[src/design/cpl_pkg.sv]
`timescale 1ns / 1ps
package cpl_pkg;

  localparam int NUM_KNOTS = 5;
  localparam int POS_STEPS = 400;
  localparam int FRAC_BITS = 8;

  localparam int KNOT_REGS  = 5;
  localparam int KNOTS_USED = (NUM_KNOTS < 2) ? 2 :
                              ((NUM_KNOTS > KNOT_REGS) ? KNOT_REGS : NUM_KNOTS);
  localparam int DEGEN_KNOT = (KNOTS_USED > 2) ? 2 : KNOTS_USED - 1;

  localparam int DATA_W   = 32;
  localparam int BUS_W    = 64;
  localparam int ADDR_W   = 6;
  localparam int KNOT_W   = 34;
  localparam int KPOS_W   = 10;
  localparam int CHAN_W   = 8;
  localparam int KIDX_W   = $clog2(KNOT_REGS);
  localparam int OFF_W    = 33;
  localparam int MULT_W   = $clog2(POS_STEPS + 1);
  localparam int NUM_W    = OFF_W + MULT_W + FRAC_BITS;
  localparam int POS_W    = $clog2((POS_STEPS << FRAC_BITS) + 1);
  localparam int SPAN_W   = 32;
  localparam int REM_W    = (NUM_W > SPAN_W + POS_W) ? NUM_W : SPAN_W + POS_W;
  localparam int SEG_W    = KPOS_W + FRAC_BITS;
  localparam int T_W      = ((POS_W > SEG_W) ? POS_W : SEG_W) + 1;
  localparam int CNUM_W   = SEG_W + CHAN_W + 1;

  localparam logic [2:0] REG_RANGE_LOW  = 3'd0;
  localparam logic [2:0] REG_RANGE_HIGH = 3'd1;
  localparam logic [2:0] REG_KNOT_ZERO  = 3'd2;
  localparam logic [2:0] REG_KNOT_ONE   = 3'd3;
  localparam logic [2:0] REG_KNOT_TWO   = 3'd4;
  localparam logic [2:0] REG_KNOT_THREE = 3'd5;
  localparam logic [2:0] REG_KNOT_FOUR  = 3'd6;

  localparam logic [DATA_W-1:0] RANGE_LOW_RESET  = 32'd0;
  localparam logic [DATA_W-1:0] RANGE_HIGH_RESET = 32'd65536;
  localparam logic [KNOT_REGS-1:0][KNOT_W-1:0] KNOT_RESET = {
    34'd6727598080, 34'd2533359360, 34'd1342225861, 34'd335566288, 34'd16777215
  };

  typedef struct packed {
    logic [DATA_W-1:0]                 range_low;
    logic [DATA_W-1:0]                 range_high;
    logic [KNOT_REGS-1:0][KNOT_W-1:0]  knot;
  } cfg_t;

  typedef struct packed {
    logic clamped;
    logic degen;
  } tag_t;

endpackage

[src/design/cpl_pos_div.sv]
`timescale 1ns / 1ps
module cpl_pos_div (
  input  logic                        clk,
  input  logic                        rst,
  input  logic                        in_valid,
  output logic                        in_stall,
  input  logic [cpl_pkg::NUM_W-1:0]   num,
  input  cpl_pkg::tag_t               tag_in,
  input  logic [cpl_pkg::SPAN_W-1:0]  divisor,
  output logic                        out_valid,
  input  logic                        out_stall,
  output logic [cpl_pkg::POS_W-1:0]   pos,
  output cpl_pkg::tag_t               tag_out
);

  localparam int N = cpl_pkg::POS_W;

  logic [N-1:0]                      v;
  logic [N-1:0]                      rdy;
  logic [N-1:0][cpl_pkg::REM_W-1:0]  rem;
  logic [N-1:0][cpl_pkg::POS_W-1:0]  quo;
  cpl_pkg::tag_t [N-1:0]             tag;

  // one quotient bit per stage, most significant first
  for (genvar i = 0; i < N; i++) begin : g_stage
    logic [cpl_pkg::REM_W-1:0] src_rem;
    logic [cpl_pkg::POS_W-1:0] src_quo;
    cpl_pkg::tag_t             src_tag;
    logic                      src_v;
    logic [cpl_pkg::REM_W-1:0] sh;
    logic                      take;

    if (i == 0) begin : g_first
      assign src_rem = cpl_pkg::REM_W'(num);
      assign src_quo = '0;
      assign src_tag = tag_in;
      assign src_v   = in_valid;
    end else begin : g_rest
      assign src_rem = rem[i-1];
      assign src_quo = quo[i-1];
      assign src_tag = tag[i-1];
      assign src_v   = v[i-1];
    end

    if (i == N - 1) begin : g_last
      assign rdy[i] = ~v[i] | ~out_stall;
    end else begin : g_mid
      assign rdy[i] = ~v[i] | rdy[i+1];
    end

    assign sh   = cpl_pkg::REM_W'(divisor) << (N - 1 - i);
    assign take = (src_rem >= sh);

    always_ff @(posedge clk) begin
      if (rst) begin
        v[i] <= 1'b0;
      end else if (rdy[i]) begin
        v[i] <= src_v;
      end
    end

    always_ff @(posedge clk) begin
      if (rdy[i]) begin
        rem[i] <= take ? src_rem - sh : src_rem;
        quo[i] <= src_quo | (cpl_pkg::POS_W'(take) << (N - 1 - i));
        tag[i] <= src_tag;
      end
    end
  end

  assign in_stall  = ~rdy[0];
  assign out_valid = v[N-1];
  assign pos       = quo[N-1];
  assign tag_out   = tag[N-1];

endmodule

[config.mk]
export PLATFORM = sky130hd
export DESIGN_NAME = cpl_pos_div
export DESIGN_NICKNAME = d
export VERILOG_FILES = /design/src/design/cpl_pkg.sv /design/src/design/cpl_pos_div.sv
export SDC_FILE = /design/constraint.sdc
export NUM_CORES = 2
export LEC_CHECK = 0
export BUFFER_PORTS_ARGS = -buffer_cell sky130_fd_sc_hd__buf_2
export CORE_UTILIZATION = 50
export DETAILED_ROUTE_END_ITERATION = 8
export GPL_ROUTABILITY_DRIVEN = 0
export HOLD_SLACK_MARGIN = 0.02
export PLACE_DENSITY = 0.68
export SLEW_MARGIN = 10
export SYNTH_ARGS = -nofsm -noshare
export SYNTH_HDL_FRONTEND = slang
export SYNTH_SLANG_ARGS = --single-unit
[constraint.sdc]
create_clock -name clk -period 9.2 [get_ports clk]
set_input_delay 1.38 -clock clk [delete_from_list [all_inputs] [get_ports clk]]
set_output_delay 1.38 -clock clk [all_outputs]
set_load 0.05 [all_outputs]
# == After elaboration in Yosys (flattened, before gate mapping) ==
# Index checks and enable logic that the tools add are counted.
# word_totals
ff_bits,1124
input_bits,88
out_inout_bits,21
word_cells,185
# op_classes
addsub,16
magnitude_cmp,17
n_mux,16
n_bitwise,52
# ops
cell,n
$mux 50,16
$ge 50x32->1,1
$ge 50x33->1,1
$ge 50x34->1,1
$ge 50x35->1,1
$ge 50x36->1,1
$ge 50x37->1,1
$ge 50x38->1,1
$ge 50x39->1,1
$ge 50x40->1,1
$ge 50x41->1,1
$ge 50x42->1,1
$ge 50x43->1,1
$ge 50x44->1,1
$ge 50x45->1,1
$ge 50x46->1,1
$ge 50x47->1,1
$ge 50x48->1,1
$sub 50x33->50,1
$sub 50x34->50,1
$sub 50x35->50,1
$sub 50x36->50,1
$sub 50x37->50,1
$sub 50x38->50,1
28 further kinds,62

# == Depth between registers and ports, before layout ==
# logic_depth
word_depth,19
depth_mapped,15
depth_no_buf,14

# == Worst setup path after synthesis ==
# OpenSTA, ideal clock, no wires.
# synth_timing
kind,input port to output port
startpoint,in out_stall
endpoint,out in_stall
t_arrival_ps,7309
t_required_ps,7820
setup_slack_ps,511
cell_stages,9
path_buffers,0
path_cell_list,nand2_1 -> nor2_1 -> and2_1 -> inv_1 -> nor3_1 -> nand3_1 -> nor2_1 -> nand2_1 -> inv_1
# synth_between
elab_chain_cells,19
# synth_lines
item,line,rtl
start: declaration,cpl_pos_div.sv:11,"input logic out_stall,"
$not 1->1,cpl_pos_div.sv:46,assign rdy[i] = ~v[i] | ~out_stall;
$or 1x1->1,cpl_pos_div.sv:46,
$or 1x1->1 (5 in a row),cpl_pos_div.sv:48,assign rdy[i] = ~v[i] | rdy[i+1];
net rdy[11],cpl_pos_div.sv:19,logic [N-1:0] rdy;
$or 1x1->1 (9 in a row),cpl_pos_div.sv:48,
net rdy[2],cpl_pos_div.sv:19,
$or 1x1->1 (2 in a row),cpl_pos_div.sv:48,
net rdy[0],cpl_pos_div.sv:19,
$not 1->1,cpl_pos_div.sv:71,assign in_stall = ~rdy[0];
end: declaration,cpl_pos_div.sv:6,"output logic in_stall,"
# The timed path passes the listed nets, and every way through them passes these cells.

# == Worst setup path in the final report ==
# layout_timing
startpoint,in out_stall
endpoint,out in_stall
# layout_between
elab_chain_cells,19
# layout_lines
item,line
$not 1->1,cpl_pos_div.sv:46
$or 1x1->1,cpl_pos_div.sv:46
net rdy[16],cpl_pos_div.sv:19
$or 1x1->1 (5 in a row),cpl_pos_div.sv:48
net rdy[11],cpl_pos_div.sv:19
$or 1x1->1 (9 in a row),cpl_pos_div.sv:48
net rdy[2],cpl_pos_div.sv:19
$or 1x1->1 (2 in a row),cpl_pos_div.sv:48
net rdy[0],cpl_pos_div.sv:19
$not 1->1,cpl_pos_div.sv:71
# The timed path passes the listed nets, and every way through them passes these cells.

==> impl_metrics.csv <==
group,metric,value,unit
route,wl_per_cell,21.2,um
clock_tree,cts_buffer_depth,3,
setup_path,cp-end-kind,"output pin",
timing,maxSlewViolCount,0,
pwr,p_int,15.8,mW
timing,fmax,152,MHz
pwr,p_leak,28.5,nW
pwr,p_sw_frac,0.397,
global_route,grt_use_met2,0.435,
clock_tree,path_clk_slew,0.06,ns
route,drt_iter0_markers,4370,
timing,setup_viol,0,
global_route,grtUsageMet1,0.326,
flow_run,cap_violations,0,
final_layout,antenna_cells,0,
pwr,seq_power_share,0.338,
setup_path,cp.arrival,5.20,ns
route,vias_per_cell,6.10,
clock_tree,numCtsBuffers,112,
logic_synthesis,syn_inst,6550,
global_route,overflow,0,
pwr,cellPowerDensity,359,mW/mm2
route,drt_wl_total,180000,um
worst_hold_path,hold_path_class,"reg2reg",
die,dieArea,0.135,mm2
status,outcome,"complete, no violations",
die,dieHeight,367,um
die,pin_count,109,
logic_synthesis,syn_area,0.0666,mm2
timing,hold_viol_final,0,
timing,fin_crit_sh,0.715,
route,ant_nets,0,
clock_tree,cts_resized,0,
logic_synthesis,synth_seq_cells,1004,
timing,fin_setup_tns,0,ns
setup_path,crit_path_start_kind,"input port",
logic_synthesis,synthArstFlopShare,0,
placed_design,port_buffers,108,
global_route,grt_pass1_wl,276000,um
die,core_area,0.132,mm2
setup_path,path_max_fanout,57,
pwr,power_frac_clock,0.187,
die,fp-row-count,133,
global_route,grt_use_total,0.262,
final_layout,fillers,11400,
setup_path,cp.required,7.82,ns
logic_synthesis,ys_types,103,
logic_synthesis,syn-num-nets,7198,
die,start_util,0.505,
logic_synthesis,yosysSeqAreaShare,0.450,
global_route,grt_max_degree,71,
route,first_pass_iters,6,
clock_tree,cts_max_level,3,
route,vias,51800,
die,fp.dieW,367,um
clock_tree,postCtsSetupBuffers,0,
timing,tightest_slew,1.26,ns
clock_tree,clock-sinks,1004,
placed_design,dpl.hpwl,131000,um
pwr,power_frac_comb,0.476,
logic_synthesis,synth-edff-count,987,
pwr,p_switching,10.4,mW
route,drc,0,
logic_synthesis,yosysWarnings,0,
final_layout,drive_gt1_frac,0.0829,
clock_tree,cts_root_buf,"clkbuf_16",
global_route,grt_antenna_before_repair,5,
timing,slew_headroom,0.155,
timing,skew,0.0515,ns
global_route,met3_usage,0.0514,
final_layout,final_util,0.555,
pwr,peakVddDrop,0.199,mV
setup_path,worstSetupPathType,"in2out",
final_layout,syn_to_final_growth,9.83,%
clock_tree,clkLatencyLatePin,0.76,ns
final_layout,nNetsFinal,7285,
logic_synthesis,synth.avg_cell_area,10.2,um2
global_route,grt_pass1_vias,48900,
timing,period_minus_slack,6.58,ns
global_route,busiest_layer,"met2",
pwr,p_total,26.3,mW
logic_synthesis,synth_flop_cell,"edfxtp_1",
timing,rsz0062_at_grt,"no",
clock_tree,hold_buffers,0,
clock_tree,cts_tree,"built",
## synthesized netlist by cell type (72+ instances only)
cell type,number,share of area
edfxtp_1,987,0.45
xor2_1,266,0.035
nand2_1,593,0.033
a21o_1,245,0.028
xnor2_1,303,0.040
nand3_1,122,0.0092
nor4_1,72,0.0068
o21a_1,95,0.011
clkbuf_1,135,0.0076
nand2b_1,79,0.0074
nand4_1,113,0.011
nor2_1,500,0.028
inv_1,202,0.011
mux2_2,77,0.013
nor3_1,135,0.010
o21ai_0,491,0.037
ha_1,544,0.10
a21oi_1,616,0.046
## through the flow
step / cell area (um2) / hold slack (ns) / worst slack, ns / instances
6_report: 73100 / 0.414 / 2.62 / 8483
5_1_grt: 73100 / 0.423 / 2.12 / 8483
4_1_cts: 73100 / 0.417 / 2.57 / 8483
3_5_place_dp: 69100 / 0.405 / 2.60 / 8278
3_3_place_gp: 69100 / 0.401 / 2.61 / 8278
2_1_floorplan: 66600 / 0.400 / 0.511 / 6550
## power by group through the flow
| stage | logic (mW) | clock network (mW) | registers, mW |
|---|---|---|---|
| 3_5_place_dp | 12.2 | 0 | 8.93 |
| 6_report | 12.5 | 4.90 | 8.86 |
| 5_1_grt | 13.8 | 5.14 | 9.00 |
| 4_1_cts | 12.3 | 4.98 | 8.86 |
| 2_1_floorplan | 9.69 | 0 | 8.25 |
| 3_3_place_gp | 12.0 | 0 | 8.93 |
## path summary, 6_finish.rpt
check                                                        from                                end  slack (ns)  depth (start not counted)
worst max-delay path                                    out_stall                           in_stall        2.62                         13
worst min-delay path            g_stage[11].src_quo[14]$_DFFE_PP_  g_stage[12].src_quo[14]$_DFFE_PP_        0.41                          0
worst max register to register   g_stage[15].src_rem[2]$_DFFE_PP_  g_stage[16].src_rem[13]$_DFFE_PP_        4.70                         11
worst min register to register  g_stage[11].src_quo[14]$_DFFE_PP_  g_stage[12].src_quo[14]$_DFFE_PP_        0.41                          0
## sequential cells by signal (all words and copies together) (netlist names)
name	flops
pos	17
tag_out	2
g_stage.src_rem	800
g_stage.src_tag	32
out_valid	1
g_stage.src_quo	136
g_stage.src_v	16
## per-layer routing
layer,vias to the layer above,share of wire
li1,25000,-
met1,24500,0.41
met2,1863,0.47
met3,440,0.071
met4,0,0.052
met5,-,0
## layout by cell type, fill, tap and decap left out, types with 112 or more instances in the layout
cell type / instances
nor3_1: 135
inv_1: 194
edfxtp_1: 987
a21o_1: 244
nand4_1: 113
clkbuf_16: 112
xor2_1: 266
ha_1: 544
nand2_1: 587
xnor2_1: 303
a21oi_1: 614
nand3_1: 119
o21ai_0: 491
nor2_1: 500
## worst max-delay path, cell delays in order
cell and delay, ns:
buf_2 0.13, nand2_1 0.48, nor2_1 0.38, and2_1 0.50
inv_2 0.08, nor3_1 0.61, nand3_2 0.12, buf_4 0.36
nor2_1 0.31, nand2_2 0.08, buf_4 0.31, inv_1 0.15
buf_2 0.27
## layout make-up
| class | count | area (um2) | share of cell area |
|---|---|---|---|
| clock buffers | 124 | 2870 | 0.0392 |
| inverters | 206 | 773 | 0.0106 |
| flip-flops and latches | 1004 | 30000 | 0.410 |
| multi-input cells | 5144 | 35100 | 0.480 |
| clock inverters | 81 | 1190 | 0.0162 |
| repair buffers | 169 | 998 | 0.0136 |
| well taps | 1755 | 2200 | 0.0300 |
## logic make-up after synthesis
kind of cell / count (synthesis) / share of synthesized area
adder cells (fa/ha/maj): 560 / 0.107
AND/OR/NAND/NOR: 1957 / 0.142
buffers and inverters: 402 / 0.0239
AO/OA/AOI/OAI: 1966 / 0.186
multiplexers: 92 / 0.0158
flip-flops: 1004 / 0.450
XOR/XNOR: 569 / 0.0748
Power figures use the tool's default switching activity.
