==> src/design/cpl_pkg.sv <==
`timescale 1ns / 1ps
package cpl_pkg;

  localparam int NUM_KNOTS = 5;
  localparam int POS_STEPS = 400;
  localparam int FRAC_BITS = 8;

  localparam int KNOT_REGS  = 5;
  localparam int KNOTS_USED = (NUM_KNOTS < 2) ? 2 :
                              ((NUM_KNOTS > KNOT_REGS) ? KNOT_REGS : NUM_KNOTS);
  localparam int DEGEN_KNOT = (KNOTS_USED > 2) ? 2 : KNOTS_USED - 1;

  localparam int DATA_W   = 32;
  localparam int BUS_W    = 64;
  localparam int ADDR_W   = 6;
  localparam int KNOT_W   = 34;
  localparam int KPOS_W   = 10;
  localparam int CHAN_W   = 8;
  localparam int KIDX_W   = $clog2(KNOT_REGS);
  localparam int OFF_W    = 33;
  localparam int MULT_W   = $clog2(POS_STEPS + 1);
  localparam int NUM_W    = OFF_W + MULT_W + FRAC_BITS;
  localparam int POS_W    = $clog2((POS_STEPS << FRAC_BITS) + 1);
  localparam int SPAN_W   = 32;
  localparam int REM_W    = (NUM_W > SPAN_W + POS_W) ? NUM_W : SPAN_W + POS_W;
  localparam int SEG_W    = KPOS_W + FRAC_BITS;
  localparam int T_W      = ((POS_W > SEG_W) ? POS_W : SEG_W) + 1;
  localparam int CNUM_W   = SEG_W + CHAN_W + 1;

  localparam logic [2:0] REG_RANGE_LOW  = 3'd0;
  localparam logic [2:0] REG_RANGE_HIGH = 3'd1;
  localparam logic [2:0] REG_KNOT_ZERO  = 3'd2;
  localparam logic [2:0] REG_KNOT_ONE   = 3'd3;
  localparam logic [2:0] REG_KNOT_TWO   = 3'd4;
  localparam logic [2:0] REG_KNOT_THREE = 3'd5;
  localparam logic [2:0] REG_KNOT_FOUR  = 3'd6;

  localparam logic [DATA_W-1:0] RANGE_LOW_RESET  = 32'd0;
  localparam logic [DATA_W-1:0] RANGE_HIGH_RESET = 32'd65536;
  localparam logic [KNOT_REGS-1:0][KNOT_W-1:0] KNOT_RESET = {
    34'd6727598080, 34'd2533359360, 34'd1342225861, 34'd335566288, 34'd16777215
  };

  typedef struct packed {
    logic [DATA_W-1:0]                 range_low;
    logic [DATA_W-1:0]                 range_high;
    logic [KNOT_REGS-1:0][KNOT_W-1:0]  knot;
  } cfg_t;

  typedef struct packed {
    logic clamped;
    logic degen;
  } tag_t;

endpackage

==> src/design/cpl_interp.sv <==
`timescale 1ns / 1ps
module cpl_interp (
  input  logic                       clk,
  input  logic                       rst,
  input  logic                       in_valid,
  output logic                       in_stall,
  input  logic [cpl_pkg::POS_W-1:0]  pos,
  input  cpl_pkg::tag_t              tag_in,
  input  cpl_pkg::cfg_t              cfg,
  output logic                       out_valid,
  input  logic                       out_stall,
  output logic [7:0]                 red,
  output logic [7:0]                 green,
  output logic [7:0]                 blue,
  output logic                       clamped
);

  localparam int ND = cpl_pkg::CHAN_W;
  localparam int N  = 2 + ND;

  logic [N-1:0] v;
  logic [N-1:0] rdy;
  logic [N-1:0] clp;

  for (genvar i = 0; i < N; i++) begin : g_rdy
    logic src_v;

    if (i == 0) begin : g_first
      assign src_v = in_valid;
    end else begin : g_rest
      assign src_v = v[i-1];
    end

    if (i == N - 1) begin : g_last
      assign rdy[i] = ~v[i] | ~out_stall;
    end else begin : g_mid
      assign rdy[i] = ~v[i] | rdy[i+1];
    end
    always_ff @(posedge clk) begin
      if (rst) begin
        v[i] <= 1'b0;
      end else if (rdy[i]) begin
        v[i] <= src_v;
      end
    end
  end

  // stage 0: segment select, endpoints and offset
  logic [cpl_pkg::KIDX_W-1:0]             seg;
  logic [cpl_pkg::KIDX_W-1:0]             seg1;
  logic [cpl_pkg::KPOS_W-1:0]             x0, x1;
  logic signed [cpl_pkg::T_W-1:0]         tt;
  logic signed [cpl_pkg::T_W-1:0]         dd;
  logic [2:0][7:0]                        a_next, b_next;
  logic [cpl_pkg::SEG_W-1:0]              d_next, t_next;

  always_comb begin
    seg = '0;
    for (int k = 0; k <= cpl_pkg::KNOTS_USED - 2; k++) begin
      if ((cpl_pkg::T_W'(cfg.knot[k][33:24]) << cpl_pkg::FRAC_BITS) <= cpl_pkg::T_W'(pos)) begin
        seg = cpl_pkg::KIDX_W'(k);
      end
    end
    seg1 = seg + cpl_pkg::KIDX_W'(1);
    x0   = cfg.knot[seg][33:24];
    x1   = cfg.knot[seg1][33:24];
    dd   = (cpl_pkg::T_W'(x1) - cpl_pkg::T_W'(x0)) <<< cpl_pkg::FRAC_BITS;
    tt   = cpl_pkg::T_W'(pos) - (cpl_pkg::T_W'(x0) <<< cpl_pkg::FRAC_BITS);
    if (tt < 0) begin
      tt = '0;
    end
    if (tt > dd) begin
      tt = dd;
    end
    a_next = cfg.knot[seg][23:0];
    b_next = cfg.knot[seg1][23:0];
    d_next = dd[cpl_pkg::SEG_W-1:0];
    t_next = tt[cpl_pkg::SEG_W-1:0];
    // fixed color: width one, offset zero gives the color back unchanged
    if (tag_in.degen) begin
      a_next = cfg.knot[cpl_pkg::DEGEN_KNOT][23:0];
      b_next = a_next;
      d_next = cpl_pkg::SEG_W'(1);
      t_next = '0;
    end else if (x1 <= x0) begin
      b_next = a_next;
      d_next = cpl_pkg::SEG_W'(1);
      t_next = '0;
    end
  end

  logic [2:0][7:0]             a0, b0;
  logic [cpl_pkg::SEG_W-1:0]   d0, t0;

  always_ff @(posedge clk) begin
    if (rdy[0]) begin
      a0     <= a_next;
      b0     <= b_next;
      d0     <= d_next;
      t0     <= t_next;
      clp[0] <= tag_in.clamped;
    end
  end

  // stage 1: weighted sum with half-up rounding term
  logic [2:0][cpl_pkg::CNUM_W-1:0] cn;
  logic [cpl_pkg::SEG_W-1:0]       d1;

  always_ff @(posedge clk) begin
    if (rdy[1]) begin
      for (int c = 0; c < 3; c++) begin
        cn[c] <= cpl_pkg::CNUM_W'(a0[c]) * cpl_pkg::CNUM_W'(d0 - t0)
               + cpl_pkg::CNUM_W'(b0[c]) * cpl_pkg::CNUM_W'(t0)
               + cpl_pkg::CNUM_W'(d0 >> 1);
      end
      d1     <= d0;
      clp[1] <= clp[0];
    end
  end

  // stages 2..: one quotient bit per stage for all three channels
  logic [ND-1:0][2:0][cpl_pkg::CNUM_W-1:0] rem;
  logic [ND-1:0][2:0][7:0]                 quo;
  logic [ND-1:0][cpl_pkg::SEG_W-1:0]       dv;

  for (genvar j = 0; j < ND; j++) begin : g_div
    logic [2:0][cpl_pkg::CNUM_W-1:0] src_rem;
    logic [2:0][7:0]                 src_quo;
    logic [cpl_pkg::SEG_W-1:0]       src_d;
    logic [cpl_pkg::CNUM_W-1:0]      sh;

    if (j == 0) begin : g_first
      assign src_rem = cn;
      assign src_quo = '0;
      assign src_d   = d1;
    end else begin : g_rest
      assign src_rem = rem[j-1];
      assign src_quo = quo[j-1];
      assign src_d   = dv[j-1];
    end

    assign sh = cpl_pkg::CNUM_W'(src_d) << (ND - 1 - j);

    always_ff @(posedge clk) begin
      if (rdy[2+j]) begin
        for (int c = 0; c < 3; c++) begin
          if (src_rem[c] >= sh) begin
            rem[j][c] <= src_rem[c] - sh;
            quo[j][c] <= src_quo[c] | (8'd1 << (ND - 1 - j));
          end else begin
            rem[j][c] <= src_rem[c];
            quo[j][c] <= src_quo[c];
          end
        end
        dv[j]    <= src_d;
        clp[2+j] <= clp[1+j];
      end
    end
  end

  assign in_stall  = ~rdy[0];
  assign out_valid = v[N-1];
  assign red       = quo[ND-1][2];
  assign green     = quo[ND-1][1];
  assign blue      = quo[ND-1][0];
  assign clamped   = clp[N-1];

endmodule

==> config.mk <==
export PLATFORM = sky130hd
export DESIGN_NAME = cpl_interp
export DESIGN_NICKNAME = d
export VERILOG_FILES = /design/src/design/cpl_pkg.sv /design/src/design/cpl_interp.sv
export SDC_FILE = /design/constraint.sdc
export NUM_CORES = 2
export LEC_CHECK = 0
export ABC_AREA = 1
export BUFFER_PORTS_ARGS = -buffer_cell sky130_fd_sc_hd__buf_2
export CORE_MARGIN = 3
export CORE_UTILIZATION = 70
export CTS_CLUSTER_SIZE = 20
export DETAILED_ROUTE_END_ITERATION = 8
export GPL_ROUTABILITY_DRIVEN = 0
export PLACE_DENSITY = 0.87
export SLEW_MARGIN = 20
export SYNTH_ARGS = -nofsm -noshare
export SYNTH_HDL_FRONTEND = slang
export SYNTH_SLANG_ARGS = --single-unit
export TNS_END_PERCENT = 50
==> constraint.sdc <==
create_clock -name clk -period 33.2 [get_ports clk]
set_input_delay 0 -clock clk [delete_from_list [all_inputs] [get_ports clk]]
set_output_delay 0 -clock clk [all_outputs]
set_load 0.01 [all_outputs]
Word level (Yosys, flattened, before mapping):

Index checks and enable logic that the tools add are counted.

* add/sub/neg operators: 31
* multiply operators: 6
* div/mod/pow operators: 0
* magnitude comparators: 32
* equal/unequal tests: 0
* shift operators: 0
* muxes and demuxes: 37
* bitwise gates (word level): 22
* reductions and logical operators: 2

Operator list (number)
* $mux W27: 21
* $bmux W34 S3: 2
* $add A27 B17 Y27: 3
* $add A27 B26 Y27: 3
* $ge A27 B18 Y1: 3
* $ge A27 B19 Y1: 3
* $ge A27 B20 Y1: 3
* $ge A27 B21 Y1: 3
* $ge A27 B22 Y1: 3
* $ge A27 B23 Y1: 3
* $ge A27 B24 Y1: 3
* $ge A27 B25 Y1: 3
* $sub A27 B19 Y27: 3
* $sub A27 B20 Y27: 3
* $sub A27 B21 Y27: 3
* $sub A27 B22 Y27: 3
* $sub A27 B23 Y27: 3
* $sub A27 B24 Y27: 3
* $sub A27 B25 Y27: 3
* $mul A8 B18 Y26: 3
* $mux W24: 3
* $mux W34: 2
* $le A18 B17 Y1: 3
* $mul A8 B27 Y27: 2
* 18 further kinds: 43

* flip-flop bits (word level): 1088
* latch bits: 0
* bits in writable memories: 0
* bits in read-only memories: 0
* input bits: 257
* output and inout port bits: 27
* memories: 0

Logic depth before layout (Yosys ltp):

* depth after elaboration: 12
* mapped depth: 42
* mapped depth without buffers: 40

Least setup slack after synthesis:

OpenSTA, ideal clock, no wires.

* path type: register -> register
* start: reg v[9], in the netlist out_valid
* end: reg clp[1] (enable)
* data arrival time: 12.916 ns
* slack: 19.837 ns
* stages on the path, launching flop included: 12
* path buffers: 0
* period minus slack after synthesis: 13.363 ns
* cells stage by stage: dfxtp_1 nand2_1 nor2_1 inv_1 nor2_1 nand2_1 nor2_1 nand2_1 nor2_1 nand2_1 nor2_1 inv_1

* cells in the longest elaborated chain, start to end: 10

RTL lines
* from (decl): line cpl_interp.sv:21 `logic [N-1:0] v;`
* from (signal, indexed assignment): line cpl_interp.sv:43 `v[i] <= src_v;`
* $not A1 Y1: line cpl_interp.sv:35 `assign rdy[i] = ~v[i] | ~out_stall;`
* $or A1 B1 Y1: line cpl_interp.sv:35
* via rdy[9]: line cpl_interp.sv:22 `logic [N-1:0] rdy;`
* $or A1 B1 Y1: line cpl_interp.sv:37 `assign rdy[i] = ~v[i] | rdy[i+1];`
* via rdy[8]: line cpl_interp.sv:22
* $or A1 B1 Y1 (2 in series): line cpl_interp.sv:37
* via rdy[6]: line cpl_interp.sv:22
* $or A1 B1 Y1 (2 in series): line cpl_interp.sv:37
* via rdy[4]: line cpl_interp.sv:22
* $or A1 B1 Y1 (2 in series): line cpl_interp.sv:37
* via rdy[2]: line cpl_interp.sv:22
* $or A1 B1 Y1: line cpl_interp.sv:37
* via rdy[1]: line cpl_interp.sv:22
* to (signal assigned): line cpl_interp.sv:117 `clp[1] <= clp[0];`
* to (decl): line cpl_interp.sv:23 `logic [N-1:0] clp;`

The timed path passes the listed nets, and every way through them passes these cells.
A chain may end at the register's enable or synchronous reset.

Final worst setup path:

* start: reg t0[0] (netlist bit)
* end: reg cn[77] (netlist bit), data pin

* cells in the longest elaborated chain, start to end: 4
* elaborated cells between the ends (all ways): 5

RTL lines
* from (decl): line cpl_interp.sv:93 `logic [cpl_pkg::SEG_W-1:0] d0, t0;`
* from (signal assigned): line cpl_interp.sv:100 `t0 <= t_next;`
* $sub A18 B18 Y19: line cpl_interp.sv:112 `cn[c] <= cpl_pkg::CNUM_W'(a0[c]) * cpl_pkg::CNUM_W'(d0 - t0)`
* $mul A9 B19 Y27: line cpl_interp.sv:112
* $add A27 B26 Y27 *: line cpl_interp.sv:113 `+ cpl_pkg::CNUM_W'(b0[c]) * cpl_pkg::CNUM_W'(t0)`
* $add A27 B17 Y27 *: line cpl_interp.sv:114 `+ cpl_pkg::CNUM_W'(d0 >> 1);`
* to (signal, indexed assignment): line cpl_interp.sv:112
* to (decl): line cpl_interp.sv:106 `logic [2:0][cpl_pkg::CNUM_W-1:0] cn;`

Every way passes the cells marked *; elsewhere a longest branch is shown, timed or not.

==> flow_metrics.tcl <==
set metrics [dict create \
    vias 75450 \
    buffer_type_at_the_clock_tree_root "clkbuf_16" \
    ctsResizeCount 0 \
    crit_slowest_cell "inv_1" \
    synthesis.yosys.warnings 0 \
    terminating_pin_of_the_worst_hold_path "d0[8]" \
    critPathRequiredTime_ns 33.61 \
    grt_antenna_before_repair 13 \
    synth_cell_type_count 71 \
    final.setup_skew_ns 0.05903 \
    drc 19 \
    final_layout_size_suffix_gt1_share_pct 5.346 \
    data_arrival_time_of_the_critical_path_ns 10.14 \
    setup_total_negative_slack_ns 0 \
    place_hpwl_mm 188.6 \
    postCtsHoldBufs 126 \
    syn2layout_area_growth_pct 7.552 \
    synth_sequential_area_ratio_pct 31.72 \
    multi_input_area_mm2 0.05148 \
    cts.sinks 941 \
    final_common_cell "nand2_1" \
    die_h_um 362.1 \
    wl_per_cell_um 20.12 \
    rsz0062_at_grt "no" \
    buffer_ports.inserted 219 \
    cts_post_setup_buffers_inserted 0 \
    worst_r2r_endpoint "cn[77]" \
    cap_viol_max_count 0 \
    ys.flop_type "edfxtp_1" \
    critPathMostFrequentCell "fa_1" \
    coreArea_mm2 0.1257 \
    clock_tree.htree_level_count 3 \
    dpl_cell_area_mm2 0.09088 \
    status "complete, but fails checks" \
    mostFrequentLayoutCells "nand2_1, inv_1, edfxtp_1, nor2_1, fa_1" \
    worst-path-max-fanout 25 \
    timing.hold.ws_ns 0.03004 \
    layout.filler_cells 7877 \
    clkTransAtPathRegs_ns 0.06 \
    fin_crit_ns 9.732 \
    rr_startpoint "t0[0]" \
    regArea_mm2 0.02816 \
    design.portCount 284 \
    synth_cells 10520 \
    tightestPinTransition_ns 1.169 \
    worst_path_largest_cell_delay_ns 0.89 \
    class_of_the_worst_hold_path "primary input to flip-flop" \
    hold_violations 0 \
    pin_count_of_the_biggest_net_entering_global_routing 98 \
    synthesis.nets 12190 \
    synth-seq-cells 941 \
    clock_path_buffers 3 \
    synth_enable_flop_cells 931 \
    gr-usage-all-layers_pct 38.43 \
    clock_latency_on_the_worst_skew_pair_ns 0.75 \
    num_rows 130 \
    postRouteWirelength_mm 250.5 \
    hold-path-cell-count 4 \
    criticalPathCategory "flip-flop to flip-flop" \
    register_to_register_setup_slack_ns 23.47 \
    violated_checks "DRC" \
    clock.fmax_mhz 102.8 \
    async_reset_ff_share_pct 0 \
    mean_post_synth_cell_area_um2 8.436 \
    layout.nets 12380 \
    critPathLaunchType "flip-flop" \
    setup_viol 0 \
    ant_nets 0 \
    synth.cell_area_mm2 0.08877 \
    fin_crit_share_pct 29.31 \
    cp-end-kind "flip-flop" \
    initialDrtViolationCount 8529 \
    final_max_slew_viol_count 0 \
    post-route-cell-area_mm2 0.09547 \
    firstDrtPassIters 9 \
    initial_core_util_pct 70.60 \
    viasPerCell 6.058 \
    overflow 0 \
    hold_path_startpoint "cfg[160]" \
    tritoncts "yes" \
    chipWidth_um 362.1 \
    numCtsBuffers 96 \
    grt_first_pass_wirelength_mm 396.6 \
    maxSlewHeadroom_pct 22.04 \
    worst-r2r-cell-count 31 \
    dieArea_mm2 0.1311 \
    first_global_vias 78110 \
]
-- registers in the layout (all words and copies together) (netlist names) --
register / flops
g_div.src_rem: 567
g_div.src_quo: 84
cn: 81
g_div.src_d: 77
a0: 24
b0: 24
t0: 18
d0: 11
d1: 11
clp: 9
g_rdy.src_v: 9
blue: 8
green: 8
red: 8
clamped: 1
out_valid: 1
-- cell usage after synthesis, types with 42 or more instances --
cell type  instances  area (µm²)
nand2_1         2455        9215
ha_1             596        7457
o21ai_0          453        2267
o21ai_1          110       550.5
nand3_1          329        1647
a21oi_1          456        2282
or2_2             62       387.9
buf_2             73       365.4
xnor2_1          201        1760
clkbuf_1         157       589.3
nand4_1           81       506.7
nor4_1            57       356.6
edfxtp_1         931       27960
nor3_1           121       605.6
nor2_1           907        3405
inv_1           2050        7695
xor2_1           249        2181
a31oi_1           42       262.8
fa_1             813       16280
-- through the flow --
step           std cells  util, %  setup slack (ns)
2_1_floorplan      10520        -             19.84
3_3_place_gp       12140    72.28             24.28
3_5_place_dp       12140    72.28             24.10
4_1_cts            12440    75.90             24.01
5_1_grt            12450    75.92             23.28
6_report           12450    75.93             23.47
-- layer usage --
layer | track usage, % | vias to the layer above | wire [µm]
met5 | 0 | - | 31
met4 | 34.22 | 4 | 27460
met3 | 9.154 | 1764 | 26060
met2 | 65.11 | 5221 | 119000
met1 | 39.75 | 34850 | 78010
li1 | - | 33610 | -
-- worst max path at each step --
stage,cells after the start,from,to
floorplan,11,out_valid,clp[1]
global placement,34,t0[0],cn[79]
detailed placement,34,t0[0],cn[79]
CTS,34,t0[0],cn[79]
global route,33,t0[0],cn[77]
finish,31,t0[0],cn[77]
-- logic make-up after synthesis --
logic type               count (synthesis)  synth area share, %
AO/OA/AOI/OAI                         1240                7.678
XOR/XNOR                               450                4.440
adder cells (fa/ha/maj)               1409                26.74
buffers and inverters                 2369                10.34
flip-flops                             941                31.72
AND/OR/NAND/NOR                       4113                19.08
-- critical path: cells and delay by family (launching register included) --
family / cells / cell delay [ns]
and+or+nand+nor: 11 / 2.16
AOI/OAI and AO/OA: 4 / 0.89
xor gates and xnor gates: 1 / 0.54
adders and majority gates: 9 / 4.05
buffers and inverters: 6 / 1.40
DFF: 1 / 0.36
-- layout make-up --
cell class / count / share of cell area, %
multi-input combinational: 7212 / 53.93
sequential: 941 / 29.49
inverter: 2082 / 8.201
timing repair buffer: 379 / 2.744
clock buffer: 113 / 2.693
tap: 1650 / 2.162
clock inverter: 66 / 0.7509
antenna: 11 / 0.02883
Power is not shown: default switching activity piles up to over one toggle a cycle in this logic, so the estimate is an artifact.
