===== src/design/cpl_pkg.sv =====
`timescale 1ns / 1ps
package cpl_pkg;

  localparam int NUM_KNOTS = 5;
  localparam int POS_STEPS = 400;
  localparam int FRAC_BITS = 8;

  localparam int KNOT_REGS  = 5;
  localparam int KNOTS_USED = (NUM_KNOTS < 2) ? 2 :
                              ((NUM_KNOTS > KNOT_REGS) ? KNOT_REGS : NUM_KNOTS);
  localparam int DEGEN_KNOT = (KNOTS_USED > 2) ? 2 : KNOTS_USED - 1;

  localparam int DATA_W   = 32;
  localparam int BUS_W    = 64;
  localparam int ADDR_W   = 6;
  localparam int KNOT_W   = 34;
  localparam int KPOS_W   = 10;
  localparam int CHAN_W   = 8;
  localparam int KIDX_W   = $clog2(KNOT_REGS);
  localparam int OFF_W    = 33;
  localparam int MULT_W   = $clog2(POS_STEPS + 1);
  localparam int NUM_W    = OFF_W + MULT_W + FRAC_BITS;
  localparam int POS_W    = $clog2((POS_STEPS << FRAC_BITS) + 1);
  localparam int SPAN_W   = 32;
  localparam int REM_W    = (NUM_W > SPAN_W + POS_W) ? NUM_W : SPAN_W + POS_W;
  localparam int SEG_W    = KPOS_W + FRAC_BITS;
  localparam int T_W      = ((POS_W > SEG_W) ? POS_W : SEG_W) + 1;
  localparam int CNUM_W   = SEG_W + CHAN_W + 1;

  localparam logic [2:0] REG_RANGE_LOW  = 3'd0;
  localparam logic [2:0] REG_RANGE_HIGH = 3'd1;
  localparam logic [2:0] REG_KNOT_ZERO  = 3'd2;
  localparam logic [2:0] REG_KNOT_ONE   = 3'd3;
  localparam logic [2:0] REG_KNOT_TWO   = 3'd4;
  localparam logic [2:0] REG_KNOT_THREE = 3'd5;
  localparam logic [2:0] REG_KNOT_FOUR  = 3'd6;

  localparam logic [DATA_W-1:0] RANGE_LOW_RESET  = 32'd0;
  localparam logic [DATA_W-1:0] RANGE_HIGH_RESET = 32'd65536;
  localparam logic [KNOT_REGS-1:0][KNOT_W-1:0] KNOT_RESET = {
    34'd6727598080, 34'd2533359360, 34'd1342225861, 34'd335566288, 34'd16777215
  };

  typedef struct packed {
    logic [DATA_W-1:0]                 range_low;
    logic [DATA_W-1:0]                 range_high;
    logic [KNOT_REGS-1:0][KNOT_W-1:0]  knot;
  } cfg_t;

  typedef struct packed {
    logic clamped;
    logic degen;
  } tag_t;

endpackage


===== src/design/cpl_regs.sv =====
`timescale 1ns / 1ps
module cpl_regs (
  input  logic                        clk,
  input  logic                        rst,
  input  logic                        psel,
  input  logic                        penable,
  input  logic                        pwrite,
  input  logic [cpl_pkg::ADDR_W-1:0]  paddr,
  input  logic [cpl_pkg::BUS_W-1:0]   pwdata,
  output logic [cpl_pkg::BUS_W-1:0]   prdata,
  output cpl_pkg::cfg_t               cfg
);

  logic [2:0] idx;
  logic       wr;

  assign idx = paddr[5:3];
  assign wr  = psel & penable & pwrite;

  always_ff @(posedge clk) begin
    if (rst) begin
      cfg.range_low  <= cpl_pkg::RANGE_LOW_RESET;
      cfg.range_high <= cpl_pkg::RANGE_HIGH_RESET;
      cfg.knot       <= cpl_pkg::KNOT_RESET;
    end else if (wr) begin
      case (idx)
        cpl_pkg::REG_RANGE_LOW:  cfg.range_low  <= pwdata[cpl_pkg::DATA_W-1:0];
        cpl_pkg::REG_RANGE_HIGH: cfg.range_high <= pwdata[cpl_pkg::DATA_W-1:0];
        cpl_pkg::REG_KNOT_ZERO:  cfg.knot[0]    <= pwdata[cpl_pkg::KNOT_W-1:0];
        cpl_pkg::REG_KNOT_ONE:   cfg.knot[1]    <= pwdata[cpl_pkg::KNOT_W-1:0];
        cpl_pkg::REG_KNOT_TWO:   cfg.knot[2]    <= pwdata[cpl_pkg::KNOT_W-1:0];
        cpl_pkg::REG_KNOT_THREE: cfg.knot[3]    <= pwdata[cpl_pkg::KNOT_W-1:0];
        cpl_pkg::REG_KNOT_FOUR:  cfg.knot[4]    <= pwdata[cpl_pkg::KNOT_W-1:0];
        default: ;
      endcase
    end
  end

  always_comb begin
    case (idx)
      cpl_pkg::REG_RANGE_LOW:  prdata = cpl_pkg::BUS_W'(cfg.range_low);
      cpl_pkg::REG_RANGE_HIGH: prdata = cpl_pkg::BUS_W'(cfg.range_high);
      cpl_pkg::REG_KNOT_ZERO:  prdata = cpl_pkg::BUS_W'(cfg.knot[0]);
      cpl_pkg::REG_KNOT_ONE:   prdata = cpl_pkg::BUS_W'(cfg.knot[1]);
      cpl_pkg::REG_KNOT_TWO:   prdata = cpl_pkg::BUS_W'(cfg.knot[2]);
      cpl_pkg::REG_KNOT_THREE: prdata = cpl_pkg::BUS_W'(cfg.knot[3]);
      cpl_pkg::REG_KNOT_FOUR:  prdata = cpl_pkg::BUS_W'(cfg.knot[4]);
      default:                 prdata = '0;
    endcase
  end

endmodule


===== config.mk =====
export PLATFORM = sky130hd
export DESIGN_NAME = cpl_regs
export DESIGN_NICKNAME = d
export VERILOG_FILES = /design/src/design/cpl_pkg.sv /design/src/design/cpl_regs.sv
export SDC_FILE = /design/constraint.sdc
export NUM_CORES = 1
export LEC_CHECK = 0
export BUFFER_PORTS_ARGS = -buffer_cell sky130_fd_sc_hd__buf_2
export CAP_MARGIN = 20
export CORE_ASPECT_RATIO = 0.7
export CORE_UTILIZATION = 35
export DETAILED_ROUTE_END_ITERATION = 6
export PLACE_DENSITY = 0.63
export SLEW_MARGIN = 15
export SYNTH_ARGS = -nofsm -noshare
export SYNTH_HDL_FRONTEND = slang
export SYNTH_SLANG_ARGS = --single-unit

===== constraint.sdc =====
create_clock -name clk -period 1.6 [get_ports clk]
set_input_delay 0.08 -clock clk [delete_from_list [all_inputs] [get_ports clk]]
set_output_delay 0.08 -clock clk [all_outputs]
set_load 0.05 [all_outputs]

* After elaboration in Yosys (flattened, before gate mapping)
Cells that the tools add are included.
** Word-level totals
- Bits in writable memories :: 0
- Memories :: 0
- Bits in latches :: 0
- Logic and storage cells :: 24
- Input port bits :: 75
- Bits in read-only memories :: 0
- Register bits after elaboration :: 234
- Output and inout port bits :: 298
** Operators by class
- Order comparisons :: 0
- $mul :: 0
- Shifts and indexed selects :: 0
- Bitwise operators :: 2
- Equal/unequal tests :: 6
- Div/mod/pow operators :: 0
- Muxes and demuxes :: 1
- Reductions and logical operators :: 8
- Add/sub/neg operators :: 0
** Operators with widths (count)
- $pmux 34 s7 :: 1
- $reduce_and 2->1 :: 7
- $eq 3x3->1 const B :: 3
- $eq 3x2->1 const B :: 2
- $eq 3x1->1 const B :: 1
- $logic_not 3->1 :: 1
- $and 1x1->1 :: 2

* Logic depth before layout (Yosys ltp)
Gate-level depths: netlist of run 1.
- Depth after elaboration :: 3
- Depth in mapped cells :: 7
- Gate-level depth less buffers :: 3

* Worst setup path before layout of run 1
Ideal clock, no wire load.
- Path type :: reg2out
- From :: reg cfg[44] in the netlist's numbering
- To :: out prdata[10] in the netlist's numbering
- Required time :: 1520 ps
- Setup slack :: -716 ps
- Cell stages (with the launch flop) :: 4
- Arrival :: 2236 ps
- Buffers on the path :: 0
- Path through :: dfxtp_1 > mux2i_1 > o221a_2 > a221oi_1
** On the way
- Longest elaborated chain between the ends :: 1
** Ends and longest elaborated chain
- start, declared :: line cpl_regs.sv:11 : output cpl_pkg::cfg_t cfg
- $pmux 34 s7 :: line cpl_regs.sv:40 : case (idx)
- end, declared :: line cpl_regs.sv:10 : output logic [cpl_pkg::BUS_W-1:0] prdata,
No other way between the ends.

* Final worst setup path of run 1
- From :: reg cfg[45] in the netlist's numbering
- To :: out prdata[11] in the netlist's numbering
Same word-level chain as after synthesis.

==> out/results.md, run 1 <==
| Parameter | Reported |
|---|---|
| Critical Path End Type | primary output |
| Share of the yosys chip area belonging to registers | 0.416 |
| Yosys reg bits | 234 |
| Setup repair after global routing missed its margin | true |
| First-pass DRT Iterations | 7 |
| Ratio of cells with drive above 1 in the final layout | 0.444 |
| Clock-pin slew on the worst setup and hold paths | 60 ps |
| Area of the die | 0.0329 mm^2 |
| Estimated wirelength of the detail-placed design | 29900 um |
| Die Width | 216 um |
| Synthesis Warnings | 0 |
| Yosys top cell area share | 0.416 |
| Maximum buffer depth of the clock tree | 3 |
| Wire length of the first global-routing pass | 65200 um |
| Number of instances on the worst hold path | 2 |
| Violations in the final reports | setup timing |
| Antenna-violating nets left | 0 |
| Startpoint of the tightest hold check path | rst |
| Period Utilization, post-route | 1.16 |
| Cell at the root of the clock tree | sky130_fd_sc_hd__clkbuf_16 |
| Post-place setup slack | -49.8 ps |
| Cell Area, Synth | 0.0113 mm^2 |
| Commonest cells post-synth | sky130_fd_sc_hd__dfxtp_1 (234), sky130_fd_sc_hd__mux2i_1 (233), sky130_fd_sc_hd__nand2b_1 (121) |
| Setup slack on the worst flop-to-flop path | 740 ps |
| Mean cell area of the mapped netlist | 9.48 um^2 |
| Run status | finished, violations left |
| I/O pin count | 373 |
| Row count | 54 |
| DRC viols | 0 |
| CP startpoint kind | flip-flop |
| DP Area | 0.0141 mm^2 |
| Number of antenna violations at the first check in global routing | 1 |
| Syn Inst Count | 1189 |
| PD cells | 890 mW/mm^2 |
| Biggest area consumer among synthesized cells | sky130_fd_sc_hd__dfxtp_1 |
| Depth of the worst register-to-register path | 4 |
| Hold Path Sink | cfg[39]$_SDFFE_PP0P_ |
| Vias after detailed routing | 10800 |
| Fin worst setup slack | -250 ps |
| Number of cells after detailed placement | 1884 |
| Beginning of the worst register-to-register path | cfg[11]$_SDFFE_PP1P_ |
| Initial core utilization | 0.359 |
| Total congestion overflow | 0 |
| CTS Sinks | 234 |
| Pin count of the biggest net entering global routing | 78 |
| Final routed wirelength across all metal layers | 43800 um |
| Top flip-flop cell by instance count after synthesis | sky130_fd_sc_hd__dfxtp_1 |
| Insertion delay of the later-clocked pin in the worst-skew pair | 530 ps |
| Clock Skew | 0 ps |
| Distinct cell type count after synthesis | 40 |
| Number of design-rule violations left by the first detailed-router iteration | 1009 |
| Maximum net fanout on the critical path | 2 |
| Final design area excluding fillers | 0.0163 mm^2 |
| Async SR Flop Fraction | 0 |
| Number of clock buffers inserted by TritonCTS | 26 |
| IO buf count | 309 |
| Vias per inst | 5.28 |
| Most frequently used cell type in the post-synthesis netlist | sky130_fd_sc_hd__dfxtp_1 |
| Area growth from synthesis to layout | 44.9% |
| Maximum resistive drop on vdd | 0.555 mV |
| Achievable clock frequency | 541 MHz |
| Fraction of the mapped netlist area in simple logic gates | 0.157 |
| Main combinational cell family by area after synthesis | multiplexers |
| Worst reg2reg endpoint | cfg[11]$_SDFFE_PP1P_ |
| RD Place Congestion | 0.845 |
| Register with the highest flop count | cfg |
| CP Data Arrival Time | 1770 ps |
| Post-synthesis share of cell area spent on full adders, half adders and majority gates | 0 |
| Hold Vio Cnt, Final | 0 |
| Die outline height | 152 um |
| Max-cap violations | 0 |
| Crit path required time | 1520 ps |
| Core Footprint | 0.0314 mm^2 |
| Post-DR wirelength/cell | 21.4 um |
| Filler instances | 2826 |
| Final Max Tran Viols | 0 |
| Main area contributors after synthesis | sky130_fd_sc_hd__dfxtp_1 (42%), sky130_fd_sc_hd__mux2i_1 (21%), sky130_fd_sc_hd__nand2b_1 (6.7%) |
| Vias in the first global route | 10400 |
| Synth Area in Compound Gates | 0.126 |
| Number of flops mapped to enable cells by yosys | 0 |
| Number of cells in the finished layout apart from fillers | 2048 |
| Number of nets in the layout | 1682 |
| Count of H-tree levels built during CTS | 1 |
| Post-synthesis mux area share | 0.223 |
| Pwr Total | 14.5 mW |
| All-Layer GR Usage | 0.256 |
| Final setup fails | 34 |
| Cell leakage power | 7.52 nW |
| Class of the tightest hold or removal check | in -> reg |
| Regs by FF count | cfg x234 |
| Critical setup path kind | reg -> out |
| Flip-flop count of the largest register, all copies and words added | 234 |
| Clock tree from TritonCTS | built |
| Parity-gate share of the synthesized area counting xor and xnor cells | 0 |
| Final worst path period need | 1850 ps |
==> cells by family after synthesis <==
kind of cell,count (synthesis)
AO/OA/AOI/OAI,213
buffers and inverters,156
flip-flops,234
multiplexers,248
other,1
AND/OR/NAND/NOR,337
==> layer usage <==
metal / up-vias / global-route usage / part of all wire
li1: 4986 / - / -
met3: 51 / 0.0407 / 0.078
met2: 497 / 0.405 / 0.45
met1: 5277 / 0.367 / 0.46
met5: - / 0 / 0
met4: 0 / 0.0510 / 0.016
==> stage by stage <==
stage          setup TNS, ps  hold slack [ps]   util
2_1_floorplan           -106              217      -
3_3_place_gp           -97.4              363  0.447
3_5_place_dp            -188              370  0.447
4_1_cts                -3260             11.4  0.516
5_1_grt                -4840             48.0  0.520
6_report               -2920             24.2  0.520
==> cell usage in the layout (no fill, tap or decap), drive strengths merged, types with 14 or more instances in the layout <==
| master | n |
|---|---|
| a21oi | 62 |
| a221oi | 18 |
| buf | 464 |
| clkbuf | 43 |
| conb | 30 |
| dfxtp | 234 |
| dlygate4sd3 | 34 |
| inv | 19 |
| mux2 | 14 |
| mux2i | 233 |
| nand2 | 18 |
| nand2b | 121 |
| nand3 | 63 |
| nor2 | 114 |
| o21ai | 62 |
| o221a | 18 |
==> where the power goes <==
part | leakage (nW) | internal, mW | switching, mW
Combinational | 5.13 | 0.778 | 1.41
Sequential | 1.93 | 5.84 | 0.0367
Clock | 0.454 | 3.97 | 2.51
==> layout make-up <==
cell class	count	area [um^2]	share of cell area
Multi-Input combinational cell	828	6330	0.387
Sequential cell	234	4910	0.300
Timing Repair Buffer	499	3580	0.219
Clock buffer	42	813	0.0498
Tap cell	420	526	0.0322
Clock inverter	6	115	0.00705
Inverter	18	67.6	0.00414
Antenna cell	1	2.50	0.000153
==> how the worst max path moves through the flow <==
stage                              start          to  slack [ps]  cells after the start
finish              cfg[45]$_SDFFE_PP0P_  prdata[11]        -250                      3
global route        cfg[11]$_SDFFE_PP1P_  prdata[11]        -300                      3
CTS                 cfg[45]$_SDFFE_PP0P_  prdata[11]        -250                      3
detailed placement              paddr[3]   prdata[1]         -50                      6
global placement                paddr[3]   prdata[1]         -30                      6
floorplan                       paddr[4]   prdata[1]         -20                      6
==> worst max-delay path, cell delays in order, from the launching register on <==
cell and delay, ps:
sky130_fd_sc_hd__dfxtp_2 320, sky130_fd_sc_hd__mux4_2 470, sky130_fd_sc_hd__mux2_4 290, sky130_fd_sc_hd__buf_8 150
==> repair_timing <==
action / in CTS / in global routing
hold endpoints to repair: 226 / 0
gates resized for setup: 146 / 16
endpoints found under the setup margin: 34 / 34
setup buffers: 73 / 8
hold buffers: 34 / 0
pin swaps: 42 / 11
Note: power is estimated with default switching activity, not from simulation.
==> run 2, diff against run 1 <==
- CTS_BUF_LIST: default -> sky130_fd_sc_hd__clkbuf_2 sky130_fd_sc_hd__clkbuf_4 sky130_fd_sc_hd__clkbuf_8
==> out/results.md, run 2 (synthesis gave the netlist of run 1 again) <==
| Parameter | Reported |
|---|---|
| Insertion delay of the later-clocked pin in the worst-skew pair | 540 ps |
| Period Utilization, post-route | 1.16 |
| CP Data Arrival Time | 1780 ps |
| Estimated wirelength of the detail-placed design | 29900 um |
| Final worst path period need | 1860 ps |
| Area growth from synthesis to layout | 45.2% |
| Crit path required time | 1520 ps |
| Vias in the first global route | 10700 |
| Commonest non-fill, non-tap cell in the layout | sky130_fd_sc_hd__buf_2 |
| Die outline height | 152 um |
| Clock-pin slew on the worst setup and hold paths | 60 ps |
| Regs by FF count | cfg x234 |
| Pin count of the biggest net entering global routing | 78 |
| Pwr Total | 14.0 mW |
| Final Max Tran Viols | 0 |
| CTS Sinks | 234 |
| Antenna-violating nets left | 0 |
| Run status | finished, violations left |
| Violations in the final reports | setup timing |
| Critical Path End Type | primary output |
| PD cells | 855 mW/mm^2 |
| Critical setup path kind | reg -> out |
| All-Layer GR Usage | 0.257 |
| Hold Vio Cnt, Final | 0 |
| Core Footprint | 0.0314 mm^2 |
| First-pass DRT Iterations | 5 |
| Vias per inst | 5.22 |
| Die Width | 216 um |
| Total congestion overflow | 0 |
| Register with the highest flop count | cfg |
| Maximum net fanout on the critical path | 2 |
| IO buf count | 309 |
| Cell leakage power | 7.57 nW |
| Clock Skew | 0 ps |
| Count of H-tree levels built during CTS | 2 |
| CP startpoint kind | flip-flop |
| Achievable clock frequency | 538 MHz |
| Final hold slack | 100 ps |
| Number of design-rule violations left by the first detailed-router iteration | 952 |
| I/O pin count | 373 |
| Number of clock buffers inserted by TritonCTS | 40 |
| Fin worst setup slack | -259 ps |
| Maximum resistive drop on vdd | 0.437 mV |
| Number of nets in the layout | 1705 |
| Clock tree from TritonCTS | built |
| Ratio of cells with drive above 1 in the final layout | 0.462 |
| Final setup fails | 34 |
| Initial core utilization | 0.359 |
| DRC viols | 0 |
| Max-cap violations | 0 |
| Number of antenna violations at the first check in global routing | 1 |
| Area of the die | 0.0329 mm^2 |
| Post-DR wirelength/cell | 21.1 um |
| Cell at the root of the clock tree | sky130_fd_sc_hd__clkbuf_8 |
| Class of the tightest hold or removal check | in -> reg |
| Vias after detailed routing | 10900 |
| Final routed wirelength across all metal layers | 44000 um |
| Setup repair after global routing missed its margin | true |
| RD Place Congestion | 0.845 |
| Commonest cells after routing, fill and taps aside | sky130_fd_sc_hd__buf_2 (273), sky130_fd_sc_hd__mux2i_1 (226), sky130_fd_sc_hd__buf_4 (150) |
| Wire length of the first global-routing pass | 65300 um |
| Flip-flop count of the largest register, all copies and words added | 234 |
| Maximum buffer depth of the clock tree | 3 |
| Row count | 54 |
-- run 2: final cells by class --
type	count	area [um^2]
fillers	2854	15100
repair buffers	508	3650
well taps	420	526
inverters	18	67.6
clock inverters	3	40.0
clock buffers	68	836
multi-input cells	828	6340
flip-flops and latches	234	4900
diodes	1	2.50
-- run 2: worst max-delay path: stages, from the launching register on --
cell                      delay [ps]
sky130_fd_sc_hd__dfxtp_2         320
sky130_fd_sc_hd__mux4_2          470
sky130_fd_sc_hd__mux2_4          290
sky130_fd_sc_hd__buf_8           150
-- run 2: stage by stage --
stage / setup TNS, ps / worst slack [ps] / utilization / instance area [um^2] / instances
detailed placement: -188 / -49.8 / 0.447 / 14100 / 1884
CTS: -3930 / -285 / 0.517 / 16200 / 2068
global placement: -97.4 / -34.2 / 0.447 / 14100 / 1884
finish: -2890 / -259 / 0.521 / 16400 / 2080
global route: -4980 / -312 / 0.521 / 16400 / 2080
floorplan: -106 / -18.2 / - / 11900 / 1218
-- run 2: metal layers --
| metal | GRT usage | share of wire | vias to the layer above |
|---|---|---|---|
| li1 | - | - | 5034 |
| met1 | 0.364 | 0.46 | 5302 |
| met2 | 0.404 | 0.45 | 462 |
| met3 | 0.0461 | 0.074 | 52 |
| met4 | 0.0637 | 0.015 | 0 |
| met5 | 0 | 0 | - |
-- run 2: worst paths after layout --
| kind | from | end | slack, ps | depth (start not counted) |
|---|---|---|---|---|
| setup reg to reg | cfg[11]$_SDFFE_PP1P_ | cfg[11]$_SDFFE_PP1P_ | 740 | 4 |
| setup / recovery | cfg[45]$_SDFFE_PP0P_ | prdata[11] | -260 | 3 |
| hold reg to reg | cfg[132]$_SDFFE_PP0P_ | cfg[132]$_SDFFE_PP0P_ | 480 | 2 |
| hold / removal | penable | cfg[73]$_SDFFE_PP0P_ | 100 | 4 |
-- run 2: where the power goes --
group	internal (mW)	total, mW	switching (mW)
sequential	5.84	5.87	0.0363
combinational	0.783	2.20	1.42
clock	3.43	5.92	2.49
-- run 2: timing repair --
item	CTS	global route
endpoints found under the setup margin	34	34
gates cloned	0	0
hold buffers	35	0
pin swaps	42	12
endpoints found under the hold margin	228	0
gates resized for setup	151	15
buffers inserted	78	11
